$ cat config.mk
export PLATFORM = sky130hd
export DESIGN_NAME = sine_cosine_taylor_flat
export DESIGN_NICKNAME = d
export VERILOG_FILES = /design/src/sv/stc_pkg.sv /design/src/sv/stc_if.sv /design/src/sv/stc_cell.sv /design/src/sv/sine_cosine_taylor.sv /design/src/flat_wrapper.sv
export SDC_FILE = /design/constraint.sdc
export NUM_CORES = 2
export LEC_CHECK = 0
export ABC_AREA = 0
export ABC_CLOCK_PERIOD_IN_PS = 29500
export BUFFER_PORTS_ARGS = -buffer_cell sky130_fd_sc_hd__clkbuf_2
export CAP_MARGIN = 5
export CORE_UTILIZATION = 70
export CTS_BUF_LIST = sky130_fd_sc_hd__clkbuf_4
export DETAILED_ROUTE_END_ITERATION = 7
export MAX_ROUTING_LAYER = met4
export PLACE_DENSITY = 0.93
export SYNTH_ARGS = -nofsm -noshare
export SYNTH_HDL_FRONTEND = slang
export SYNTH_SLANG_ARGS = --single-unit
$ cat constraint.sdc
create_clock -name clk -period 29.5 [get_ports clk]
set_input_delay 1.475 -clock clk [delete_from_list [all_inputs] [get_ports clk]]
set_output_delay 1.475 -clock clk [all_outputs]
set_load 0.01 [all_outputs]
$ cat src/sv/stc_pkg.sv
// ----------------------------------------------------------------------------
// stc_pkg: shared constants and types for the sine/cosine series block
// Fixed-point formats, digit-serial multiplier sizing and cell control.
// ----------------------------------------------------------------------------
package stc_pkg;
  localparam int TERMS      = 20;
  localparam int FRAC_BITS  = 30;
  localparam int RECIP_BITS = FRAC_BITS + 16;
  localparam int ANGLE_FRAC = 28;
  localparam int OUT_FRAC   = 30;

  localparam int MAG_W  = FRAC_BITS + 16;
  localparam int DIG_W  = 16;
  localparam int NDIG   = (MAG_W + DIG_W - 1) / DIG_W;
  localparam int PROD_W = MAG_W + DIG_W * NDIG;
  localparam int SUM_W  = MAG_W + 2;
  localparam int KW     = $clog2(TERMS);
  localparam int CW     = (NDIG > 1) ? $clog2(NDIG) : 1;

  typedef logic [DIG_W-1:0] digit_t;
  typedef logic [MAG_W-1:0] mag_t;

  typedef struct packed {
    logic load;
    logic shift;
  } cell_ctrl_t;
endpackage

$ cat src/sv/stc_if.sv
// ----------------------------------------------------------------------------
// stc_in_if / stc_out_if: valid/ready channels of the sine/cosine block
// Request carries op and angle, response carries the value.
// ----------------------------------------------------------------------------
interface stc_in_if;
  logic               valid;
  logic               ready;
  logic               op;
  logic signed [31:0] angle;
  modport source (output valid, output op, output angle, input ready);
  modport sink   (input valid, input op, input angle, output ready);
endinterface

interface stc_out_if;
  logic               valid;
  logic               ready;
  logic signed [31:0] value;
  modport source (output valid, output value, input ready);
  modport sink   (input valid, input value, output ready);
endinterface

$ cat src/sv/stc_cell.sv
// ----------------------------------------------------------------------------
// stc_cell: one digit cell of the multiplier operand shift line
// Load a digit in parallel, or take the neighbor's digit each cycle that shift is set.
// ----------------------------------------------------------------------------
module stc_cell import stc_pkg::*; (
  input  logic       clk,
  input  cell_ctrl_t ctrl,
  input  digit_t     load_digit,
  input  digit_t     shift_in,
  output digit_t     digit_q
);
  digit_t digit_r;

  always_ff @(posedge clk) begin
    if (ctrl.load) begin
      digit_r <= load_digit;
    end else if (ctrl.shift) begin
      digit_r <= shift_in;
    end
  end

  assign digit_q = digit_r;
endmodule

$ cat src/sv/sine_cosine_taylor.sv
// ----------------------------------------------------------------------------
// sine_cosine_taylor: sine or cosine by a truncated Maclaurin series
// Signed Q4.28 angle in, signed Q2.30 result out, saturated to +-1.
// ----------------------------------------------------------------------------
//
//  channel  | dir | payload                      | transaction
//  ---------+-----+------------------------------+---------------------------
//  in_ch    | in  | op (0 sin, 1 cos), angle     | valid && ready
//  out_ch   | out | value (Q2.30)                | valid && ready
//
// Sequence: each multiply runs through the digits in S_MUL, then rounds in
//   S_RND, on a single MAG_W x 16 multiplier fed from the row of digit cells.
//   An item squares the angle, then takes two multiplies per further term;
//   the next item is taken once the result leaves.
// Reset: rst_n synchronous, active low; clears the sequencer only.
// Stalls: the result holds on out_ch until taken; in_ch is not ready meanwhile.
//
module sine_cosine_taylor import stc_pkg::*; (
  input  logic      clk,
  input  logic      rst_n,
  stc_in_if.sink    in_ch,
  stc_out_if.source out_ch
);
  typedef enum logic [2:0] {S_IDLE, S_MUL, S_RND, S_FIN, S_OUT} state_t;
  typedef enum logic [1:0] {P_SQ, P_T1, P_T2} phase_t;

  // angle rescale Q.28 -> Q.FRAC_BITS, output rescale Q.FRAC_BITS -> Q.30
  localparam int ASH_L = (FRAC_BITS >= ANGLE_FRAC) ? FRAC_BITS - ANGLE_FRAC : 0;
  localparam int ASH_R = (FRAC_BITS < ANGLE_FRAC) ? ANGLE_FRAC - FRAC_BITS : 0;
  localparam int OSH_L = (FRAC_BITS < OUT_FRAC) ? OUT_FRAC - FRAC_BITS : 0;
  localparam int OSH_R = (FRAC_BITS > OUT_FRAC) ? FRAC_BITS - OUT_FRAC : 0;
  localparam int OW    = SUM_W + OSH_L;

  state_t state_r;
  phase_t phase_r;
  logic              op_r;
  logic              t_neg_r;
  logic              x_neg_r;
  mag_t              x_mag_r;
  mag_t              x2_r;
  mag_t              a_r;
  logic [PROD_W-1:0] acc_r;
  logic [CW-1:0]     cnt_r;
  logic [KW-1:0]     k_r;
  logic signed [SUM_W-1:0] sum_r;
  logic signed [31:0] value_r;

  // reciprocal tables, rounded to Q0.RECIP_BITS
  mag_t recip_sin [TERMS];
  mag_t recip_cos [TERMS];
  for (genvar k = 0; k < TERMS; k++) begin : g_recip
    localparam longint unsigned DS = (k == 0) ? 1 : (2 * k) * (2 * k + 1);
    localparam longint unsigned DC = (k == 0) ? 1 : (2 * k - 1) * (2 * k);
    localparam longint unsigned RS = ((64'd1 << RECIP_BITS) + DS / 2) / DS;
    localparam longint unsigned RC = ((64'd1 << RECIP_BITS) + DC / 2) / DC;
    assign recip_sin[k] = MAG_W'(RS);
    assign recip_cos[k] = MAG_W'(RC);
  end

  // input angle magnitude in Q.FRAC_BITS
  logic        in_acc;
  logic        a_neg;
  logic [31:0] a_abs;
  mag_t        x_in;
  assign in_acc = in_ch.valid && in_ch.ready;
  assign a_neg  = in_ch.angle[31];
  assign a_abs  = a_neg ? 32'(-in_ch.angle) : 32'(in_ch.angle);
  assign x_in   = ((MAG_W'(a_abs) + (MAG_W'(1) << ASH_R >> 1)) >> ASH_R) << ASH_L;

  // digit cell row: top cell feeds the multiplier, lower digits move up
  cell_ctrl_t               cell_ctrl;
  mag_t                     b_mag;
  logic [DIG_W*NDIG-1:0]    b_pad;
  digit_t                   digit [NDIG];
  assign b_pad = (DIG_W*NDIG)'(b_mag);

  for (genvar i = 0; i < NDIG; i++) begin : g_cell
    digit_t sh_in;
    if (i == 0) begin : g_first
      assign sh_in = '0;
    end else begin : g_next
      assign sh_in = digit[i-1];
    end
    stc_cell u_cell (
      .clk        (clk),
      .ctrl       (cell_ctrl),
      .load_digit (b_pad[i*DIG_W +: DIG_W]),
      .shift_in   (sh_in),
      .digit_q    (digit[i])
    );
  end

  // multiply-accumulate, most significant digit first
  logic [MAG_W+DIG_W-1:0] prod;
  logic [PROD_W-1:0]      acc_nxt;
  assign prod    = a_r * digit[NDIG-1];
  assign acc_nxt = {acc_r[PROD_W-DIG_W-1:0], DIG_W'(0)} + PROD_W'(prod);

  // round to nearest, ties away, for both shift amounts
  logic [PROD_W-1:0] rf_sum, rr_sum;
  mag_t              rnd_f, rnd_r;
  assign rf_sum = acc_r + (PROD_W'(1) << (FRAC_BITS - 1));
  assign rr_sum = acc_r + (PROD_W'(1) << (RECIP_BITS - 1));
  assign rnd_f  = rf_sum[FRAC_BITS +: MAG_W];
  assign rnd_r  = rr_sum[RECIP_BITS +: MAG_W];

  mag_t recip_sel;
  assign recip_sel = op_r ? recip_cos[k_r] : recip_sin[k_r];

  logic signed [SUM_W-1:0] x_signed, t_signed;
  assign x_signed = x_neg_r ? -$signed({2'b00, x_mag_r}) : $signed({2'b00, x_mag_r});
  assign t_signed = t_neg_r ? -$signed({2'b00, rnd_r}) : $signed({2'b00, rnd_r});

  // final rescale and saturation
  logic [SUM_W-1:0] s_abs;
  logic [OW-1:0]    s_scaled;
  logic [OW-1:0]    s_cap;
  logic signed [31:0] val_c;
  always_comb begin
    s_abs    = sum_r[SUM_W-1] ? SUM_W'(-sum_r) : SUM_W'(sum_r);
    s_scaled = ((OW'(s_abs) + (OW'(1) << OSH_R >> 1)) >> OSH_R) << OSH_L;
    s_cap    = (s_scaled > (OW'(1) << OUT_FRAC)) ? (OW'(1) << OUT_FRAC) : s_scaled;
    val_c    = sum_r[SUM_W-1] ? -$signed(s_cap[31:0]) : $signed(s_cap[31:0]);
  end

  // load the digit row at each multiply start
  always_comb begin
    cell_ctrl.load  = 1'b0;
    cell_ctrl.shift = (state_r == S_MUL);
    b_mag           = '0;
    unique case (state_r)
      S_IDLE: begin
        cell_ctrl.load = in_acc;
        b_mag          = x_in;
      end
      S_RND: begin
        unique case (phase_r)
          P_SQ: begin
            cell_ctrl.load = 1'b1;
            b_mag          = rnd_f;
          end
          P_T1: begin
            cell_ctrl.load = 1'b1;
            b_mag          = recip_sel;
          end
          P_T2: begin
            cell_ctrl.load = (k_r != KW'(TERMS - 1));
            b_mag          = x2_r;
          end
          default: begin
            cell_ctrl.load = 1'b0;
          end
        endcase
      end
      default: begin
        cell_ctrl.load = 1'b0;
      end
    endcase
  end

  always_ff @(posedge clk) begin
    if (!rst_n) begin
      state_r <= S_IDLE;
      phase_r <= P_SQ;
    end else begin
      unique case (state_r)
        S_IDLE: begin
          if (in_acc) begin
            op_r    <= in_ch.op;
            x_neg_r <= a_neg;
            x_mag_r <= x_in;
            t_neg_r <= in_ch.op ? 1'b0 : a_neg;
            a_r     <= x_in;
            acc_r   <= '0;
            cnt_r   <= '0;
            phase_r <= P_SQ;
            state_r <= S_MUL;
          end
        end
        S_MUL: begin
          acc_r <= acc_nxt;
          cnt_r <= cnt_r + CW'(1);
          if (cnt_r == CW'(NDIG - 1)) begin
            state_r <= S_RND;
          end
        end
        S_RND: begin
          acc_r <= '0;
          cnt_r <= '0;
          unique case (phase_r)
            P_SQ: begin
              x2_r    <= rnd_f;
              a_r     <= op_r ? (MAG_W'(1) << FRAC_BITS) : x_mag_r;
              sum_r   <= op_r ? (SUM_W'(1) << FRAC_BITS) : x_signed;
              k_r     <= KW'(1);
              phase_r <= P_T1;
              state_r <= S_MUL;
            end
            P_T1: begin
              // times x squared, then flip the sign
              a_r     <= rnd_f;
              t_neg_r <= ~t_neg_r;
              phase_r <= P_T2;
              state_r <= S_MUL;
            end
            P_T2: begin
              sum_r <= sum_r + t_signed;
              a_r   <= rnd_r;
              if (k_r == KW'(TERMS - 1)) begin
                state_r <= S_FIN;
              end else begin
                k_r     <= k_r + KW'(1);
                phase_r <= P_T1;
                state_r <= S_MUL;
              end
            end
            default: begin
              state_r <= S_IDLE;
            end
          endcase
        end
        S_FIN: begin
          value_r <= val_c;
          state_r <= S_OUT;
        end
        S_OUT: begin
          if (out_ch.ready) begin
            state_r <= S_IDLE;
          end
        end
        default: begin
          state_r <= S_IDLE;
        end
      endcase
    end
  end

  assign in_ch.ready  = (state_r == S_IDLE);
  assign out_ch.valid = (state_r == S_OUT);
  assign out_ch.value = value_r;

  a_no_overlap: assert property (@(posedge clk) disable iff (!rst_n)
    in_ch.ready |-> !out_ch.valid)
    else $error("input ready while a result is pending");

  a_busy_after_accept: assert property (@(posedge clk) disable iff (!rst_n)
    in_acc |=> !in_ch.ready)
    else $error("second transaction taken while busy");

  a_saturated: assert property (@(posedge clk) disable iff (!rst_n)
    out_ch.valid |-> (out_ch.value <= 32'sd1073741824 &&
                      out_ch.value >= -32'sd1073741824))
    else $error("result outside plus or minus one");

  a_term_bound: assert property (@(posedge clk) disable iff (!rst_n)
    (state_r == S_RND && phase_r == P_T2) |-> (k_r != '0))
    else $error("series index lost");
endmodule
$ cat src/flat_wrapper.sv
// flat-port wrapper written by rule: the top's interface ports become plain ports
module sine_cosine_taylor_flat import stc_pkg::*;
  (clk, rst_n, in_ch_valid, in_ch_op, in_ch_angle, in_ch_ready, out_ch_valid, out_ch_value, out_ch_ready);
  stc_in_if in_ch_i ();
  stc_out_if out_ch_i ();
  input  logic clk;
  input  logic rst_n;
  input wire logic [$bits(in_ch_i.valid)-1:0] in_ch_valid;
  input wire logic [$bits(in_ch_i.op)-1:0] in_ch_op;
  input wire logic [$bits(in_ch_i.angle)-1:0] in_ch_angle;
  output wire logic [$bits(in_ch_i.ready)-1:0] in_ch_ready;
  output wire logic [$bits(out_ch_i.valid)-1:0] out_ch_valid;
  output wire logic [$bits(out_ch_i.value)-1:0] out_ch_value;
  input wire logic [$bits(out_ch_i.ready)-1:0] out_ch_ready;
  assign in_ch_i.valid = in_ch_valid;
  assign in_ch_i.op = in_ch_op;
  assign in_ch_i.angle = in_ch_angle;
  assign in_ch_ready = in_ch_i.ready;
  assign out_ch_valid = out_ch_i.valid;
  assign out_ch_value = out_ch_i.value;
  assign out_ch_i.ready = out_ch_ready;
  sine_cosine_taylor u_core (.clk(clk), .rst_n(rst_n), .in_ch(in_ch_i), .out_ch(out_ch_i));
endmodule
# == After elaboration in Yosys (flattened, before gate mapping) ==
# Memories as Yosys holds them, arrays and structs flattened.
# Cells that the tools add are included.
# op_classes
reduce_logical,18
eq_ne,16
n_mul,1
muxes,46
n_lt_le_gt_ge,2
add_sub_neg,11
n_bitwise,2
# op_table
op,count
2-to-1 mux 46 bit,6
case mux 46 bit (3 select lines),2
case mux 92 bit (3 select lines),1
2-to-1 mux 48 bit,4
case mux 46 bit (2 select lines),2
2-to-1 mux 32 bit,3
case mux 48 bit (2 select lines),1
adder 92 x 46 -> 92 bit (second input constant),1
adder 92 x 62 -> 92 bit,1
2-to-1 mux 92 bit,1
adder 76 x 30 -> 76 bit (second input constant),1
2-to-1 mux 16 bit,4
negator 32 bit,2
multiplier 46 x 16 -> 62 bit,1
adder 48 bit,1
greater-than comparator 48 x 31 -> 1 bit (second input constant),1
negator 34 -> 48 bit,1
negator 46 -> 48 bit,1
negator 48 bit,1
2-to-1 mux 34 bit,1
2-to-1 mux 14 bit,2
AND reduction 4 bit,4
case mux 3 bit (5 select lines),1
AND reduction 3 bit,5
other kinds (32),48
# totals
register_bits,359
input_bits,37
n_memories,2
rom_bits,2944
# memory_table
name,words,width,rd,rd_clocked_by_memory_dff,wr,line,rtl
(no name shown),32,46,1,0,0,sine_cosine_taylor.sv:108,assign recip_sel = op_r ? recip_cos[k_r] : recip_sin[k_r];
(no name shown),32,46,1,0,0,sine_cosine_taylor.sv:108,

# == Longest topological paths before layout ==
# depth
ltp_word,8
depth_mapped,28
ltp_nobuf,25

# == Cells and area by module ==
# From an unflattened synthesis, not the netlist that was laid out.
# hier_totals
hier_cells,5850
hier_area_um2,51354.3
# modules_own_cells
mod,area_per_inst_um2,n_inst,cells_each
sine_cosine_taylor,49158.4,1,5745
stc_cell,732.0,3,35

# == Worst setup path before layout ==
# OpenSTA, ideal clock, no wires.
# synth_path
path_kind,input-to-reg
start,input port rst_n
end,"register u_core.acc_r[0], enable pin"
path_stages,2
required_time_ps,28454
setup_slack_ps,12289
arrival_ps,16165
cell_sequence,inv_1 -> a2111oi_0
# synth_between
elab_chain_cells,1
# synth_rtl
item,line,rtl
from (decl),flat_wrapper.sv:7,input logic rst_n;
AND reduction 3 bit (no source line),n/a,
to (signal assigned),sine_cosine_taylor.sv:181,acc_r <= acc_nxt;
to (decl),sine_cosine_taylor.sv:42,logic [PROD_W-1:0] acc_r;
# No other way between the ends.
# A chain may end at the register's enable or synchronous reset.

# == Final worst setup path ==
# layout_path
start,register u_core.a_r[7]
end,"register u_core.acc_r[82], data pin"
# layout_between
elab_chain_cells,3
# layout_rtl
item,line,rtl
from (decl),sine_cosine_taylor.sv:41,mag_t a_r;
from (signal assigned),sine_cosine_taylor.sv:173,a_r <= x_in;
from (signal assigned),sine_cosine_taylor.sv:193,a_r <= op_r ? (MAG_W'(1) << FRAC_BITS) : x_mag_r;
from (signal assigned),sine_cosine_taylor.sv:201,a_r <= rnd_f;
multiplier 46 x 16 -> 62 bit,sine_cosine_taylor.sv:96,assign prod = a_r * digit[NDIG-1];
adder 92 x 62 -> 92 bit,sine_cosine_taylor.sv:97,"assign acc_nxt = {acc_r[PROD_W-DIG_W-1:0], DIG_W'(0)} + PROD_W'(prod);"
case mux 92 bit (3 select lines),sine_cosine_taylor.sv:166,unique case (state_r)
# No other way between the ends.

==> impl_metrics.py <==
metrics = {
    "drt": {
        "routed.top_layer": "met4",
        "detail_route.wirelength.met1_um": 63470,
        "route.met2.wl_um": 77010,
        "finalWirelength_um": 181800,
        "routedWlPerCell_um": 26.67,
        "detail_route.vias_per_cell": 6.856,
        "firstDrtPassIters": 8,
        "detailroute.via_count": 46730,
        "detail_route_antenna_nets": 0,
        "dr.first_iter.drc_count": 7501,
        "dr_wl_met3_um": 28190,
        "route.detailed.drc": 17,
    },
    "clock_tree": {
        "cts.root.buffer_cell": "sky130_fd_sc_hd__clkbuf_4",
        "postCtsSetupRepairBufs": 0,
        "clock_path_buffers": 3,
        "cts_resized": 0,
        "cts.sink_count": 359,
        "insertion_delay_of_the_later_clocked_pin_in_the_worst_skew_pair_ns": 1.01,
        "hold_buffers": 0,
        "ctsHtreeMaxLevel": 3,
        "cts_inserted_buffers": 103,
        "tritoncts": "done",
        "cts.reportedPaths.clkPinSlew_ns": 0.07,
    },
    "worst_setup_path": {
        "critPathMaxStageDelay_ns": 0.73,
        "regToRegEndpoint": "u_core.acc_r[82]",
        "critical_path.endpoint_type": "flop",
        "cp_num_buf_inv": 5,
        "most_frequent_cell_on_the_critical_path": "sky130_fd_sc_hd__fa_1",
        "worstRegToRegCells": 24,
        "reg2reg_from": "u_core.a_r[7]",
        "worst_path_dominant_cell_family": "adder cells",
        "critical-path-slowest-cell": "sky130_fd_sc_hd__edfxtp_1",
        "critical_path_arrival_ns": 9.95,
        "required_arrival_time_at_the_worst_endpoint_ns": 30.30,
        "start_kind": "flop",
        "startpoint_to_endpoint_class_of_the_critical_path": "flop to flop",
        "cp_max_fo": 26,
        "rrSetupSlack_ns": 20.36,
        "worstPathCellList": "and2_1 > fa_1 > inv_1 > fa_1 > fa_1 > inv_1 > fa_1 > fa_1 > inv_1 > fa_1 > inv_1 > ha_1 > and3_1 > and3_1 > a32oi_1 > nor3_1 > o2111ai_1 > o21ai_0 > a31oi_1 > o21ai_0 > a221oi_2 > buf_4 > or4_2 > a21oi_1",
    },
    "final_layout": {
        "layout-drive-gt1-share_pct": 6.403,
        "num-nets-final": 6700,
        "flow.area_growth_from_synthesis_pct": 4.103,
    },
    "timing": {
        "post-route-min-period_ns": 9.144,
        "rsz_0062_raised_after_global_routing": "false",
        "final_hold_viol_count": 0,
        "worstMarginPinSlew_ns": 1.336,
        "setup-tns-final_ns": 0,
        "worst_clock_skew_ns": 0.1255,
        "clock.fmax_ghz": 0.1094,
        "final-setup-viol-count": 0,
        "pins_over_slew_limit": 0,
        "fraction_of_the_cycle_the_final_worst_path_needs_pct": 31.00,
        "maxSlewHeadroom_pct": 10.30,
    },
    "floorplan": {
        "core_region_area_um2": 71850,
        "fp.dieArea_um2": 74010,
        "chip_width_um": 272.0,
        "starting_density_of_the_core_pct": 71.04,
        "fp.dieH_um": 272.0,
        "io-pin-count": 71,
        "num_rows": 98,
    },
    "yosys": {
        "synth.most_common_cell": "sky130_fd_sc_hd__inv_1",
        "ys_ff_latch": 359,
        "synth-adder-area-share_pct": 31.37,
        "synth.lib_cells_used.distinct": 89,
        "synthXorXnorAreaFrac_pct": 5.971,
        "synth_enable_flop_cells": 352,
        "synth.area.top_cells": "sky130_fd_sc_hd__fa_1, sky130_fd_sc_hd__edfxtp_1, sky130_fd_sc_hd__inv_1",
        "synth_top_cell_by_area": "sky130_fd_sc_hd__fa_1",
        "yosys_most_used_dff": "sky130_fd_sc_hd__edfxtp_1",
        "synth_compound_gate_area_share_pct": 13.54,
        "ys_seq_area_share_pct": 20.98,
        "synth_top_family_by_area": "adder cells",
        "postSynthNetCount": 6828,
        "yosys-mux-area-fraction_pct": 0.3677,
        "mappedNetlistArea_um2": 51050,
        "syn_area_per_cell_um2": 8.640,
        "post_synth_top_cells": "sky130_fd_sc_hd__inv_1, sky130_fd_sc_hd__nand2_1, sky130_fd_sc_hd__fa_1",
        "post_synth_and_or_nand_nor_area_fraction_pct": 18.22,
        "synth-warning-count": 0,
        "synth_top_area_share_pct": 25.92,
        "syn_inst_count": 5908,
        "synth-async-reset-ratio_pct": 0,
    },
    "global_route": {
        "gr-usage-all-layers_pct": 51.25,
        "grt.overflow.total": 0,
        "maximum_number_of_pins_on_one_net_before_global_route_repair": 68,
        "antenna_found_initial": 9,
        "wire_length_of_the_first_global_routing_pass_um": 275900,
        "first_global_vias": 46394,
    },
    "min_path": {
        "holdCritStartpoint": "u_core.g_cell[2].u_cell.digit_q[14]",
        "whs_path_depth": 2,
        "hold_path_end": "u_core.g_cell[2].u_cell.digit_q[14]",
        "hold_class": "flop to flop",
    },
    "flow_run": {
        "cap_viol_max_count": 0,
    },
    "place": {
        "portBuffers": 70,
        "place_hpwl_um": 138100,
        "gp_congestion": 1.112,
    },
    "outcome": {
        "violations_in_the_final_reports": "DRC",
        "run_status": "finished, violations left",
    },
}
-- layout by cell type (no fill, tap or decap), types with 145 or more instances in the layout --
| cell | n |
|---|---|
| sky130_fd_sc_hd__inv_1 | 914 |
| sky130_fd_sc_hd__nand2_1 | 804 |
| sky130_fd_sc_hd__fa_1 | 661 |
| sky130_fd_sc_hd__edfxtp_1 | 352 |
| sky130_fd_sc_hd__nor2_1 | 343 |
| sky130_fd_sc_hd__and2_1 | 268 |
| sky130_fd_sc_hd__a21oi_1 | 265 |
| sky130_fd_sc_hd__o21ai_0 | 251 |
| sky130_fd_sc_hd__ha_1 | 220 |
| sky130_fd_sc_hd__xor2_1 | 175 |
| sky130_fd_sc_hd__xnor2_1 | 173 |
| sky130_fd_sc_hd__clkbuf_4 | 145 |
-- cell families (layout without fill, tap and decap cells) --
| group | count (synthesis) | count (layout) |
|---|---|---|
| DFF | 359 | 359 |
| buffers and inverters | 1290 | 1239 |
| xor gates and xnor gates | 348 | 348 |
| other | 0 | 9 |
| and+or+nand+nor | 1950 | 1950 |
| AOI/OAI and AO/OA | 1060 | 1060 |
| adders and majority gates | 883 | 883 |
| muxes | 18 | 18 |
-- worst max-delay path by stage --
stage,start,to,depth (start not counted)
after floorplan,rst_n,u_core.acc_r[0],2
after global placement,u_core.g_cell[2].u_cell.digit_q[5],u_core.acc_r[82],26
after detailed placement,u_core.g_cell[2].u_cell.digit_q[5],u_core.acc_r[82],26
after CTS,u_core.g_cell[2].u_cell.digit_q[5],u_core.acc_r[82],26
after global routing,u_core.g_cell[2].u_cell.digit_q[5],u_core.acc_r[82],26
final,u_core.a_r[7],u_core.acc_r[82],24
-- area by class of cell --
type                       count  area [um2]
multi-input combinational   4259       35560
fill                        5020       18710
sequential                   359       10710
inverter                     916        3438
tap                          950        1189
clock buffer                 145        1089
timing repair buffer         141       880.8
clock inverter                37       252.7
antenna                        9       22.52
-- metrics by stage --
step	hold WS, ns	worst slack [ns]	util [%]	cell area [um2]	std cells
floorplan	0.4647	12.29	-	51050	5908
global placement	0.4447	20.97	72.05	51770	6624
detailed placement	0.4736	20.74	72.05	51770	6624
CTS	0.4829	20.77	73.92	53110	6806
global route	0.5117	20.15	73.96	53140	6816
finish	0.4814	20.36	73.96	53140	6816
-- worst register-to-register path, cell delays in order (launching register included) --
cell                        delay, ns
sky130_fd_sc_hd__edfxtp_1        0.73
sky130_fd_sc_hd__and2_1          0.35
sky130_fd_sc_hd__fa_1            0.53
sky130_fd_sc_hd__inv_1           0.07
sky130_fd_sc_hd__fa_1            0.50
sky130_fd_sc_hd__fa_1            0.52
sky130_fd_sc_hd__inv_1           0.05
sky130_fd_sc_hd__fa_1            0.47
sky130_fd_sc_hd__fa_1            0.55
sky130_fd_sc_hd__inv_1           0.05
sky130_fd_sc_hd__fa_1            0.53
sky130_fd_sc_hd__inv_1           0.20
sky130_fd_sc_hd__ha_1            0.45
sky130_fd_sc_hd__and3_1          0.22
sky130_fd_sc_hd__and3_1          0.21
sky130_fd_sc_hd__a32oi_1         0.34
sky130_fd_sc_hd__nor3_1          0.45
sky130_fd_sc_hd__o2111ai_1       0.21
sky130_fd_sc_hd__o21ai_0         0.49
sky130_fd_sc_hd__a31oi_1         0.36
sky130_fd_sc_hd__o21ai_0         0.59
sky130_fd_sc_hd__a221oi_2        0.13
sky130_fd_sc_hd__buf_4           0.25
sky130_fd_sc_hd__or4_2           0.62
sky130_fd_sc_hd__a21oi_1         0.16
-- routing by layer --
| metal | vias to the layer above | track usage, % |
|---|---|---|
| li1 | 19299 | - |
| met1 | 22366 | 64.53 |
| met2 | 4041 | 72.27 |
| met3 | 1024 | 17.48 |
| met4 | 0 | 28.73 |
| met5 | - | - |
-- registers in the layout, summed over array words and instances (netlist names), 3 cells and up --
| signal | flops |
|---|---|
| u_core.sum_r | 48 |
| u_core.a_r | 46 |
| u_core.g_cell.u_cell.digit_q | 48 |
| u_core.acc_r | 92 |
| u_core.k_r | 5 |
| u_core.state_r | 3 |
| u_core.out_ch.value | 32 |
| u_core.x2_r | 46 |
| u_core.x_mag_r | 32 |
Power is left out: the tool's default activity adds up to more than one toggle a clock period on the data nets, which glitch-free logic cannot reach.
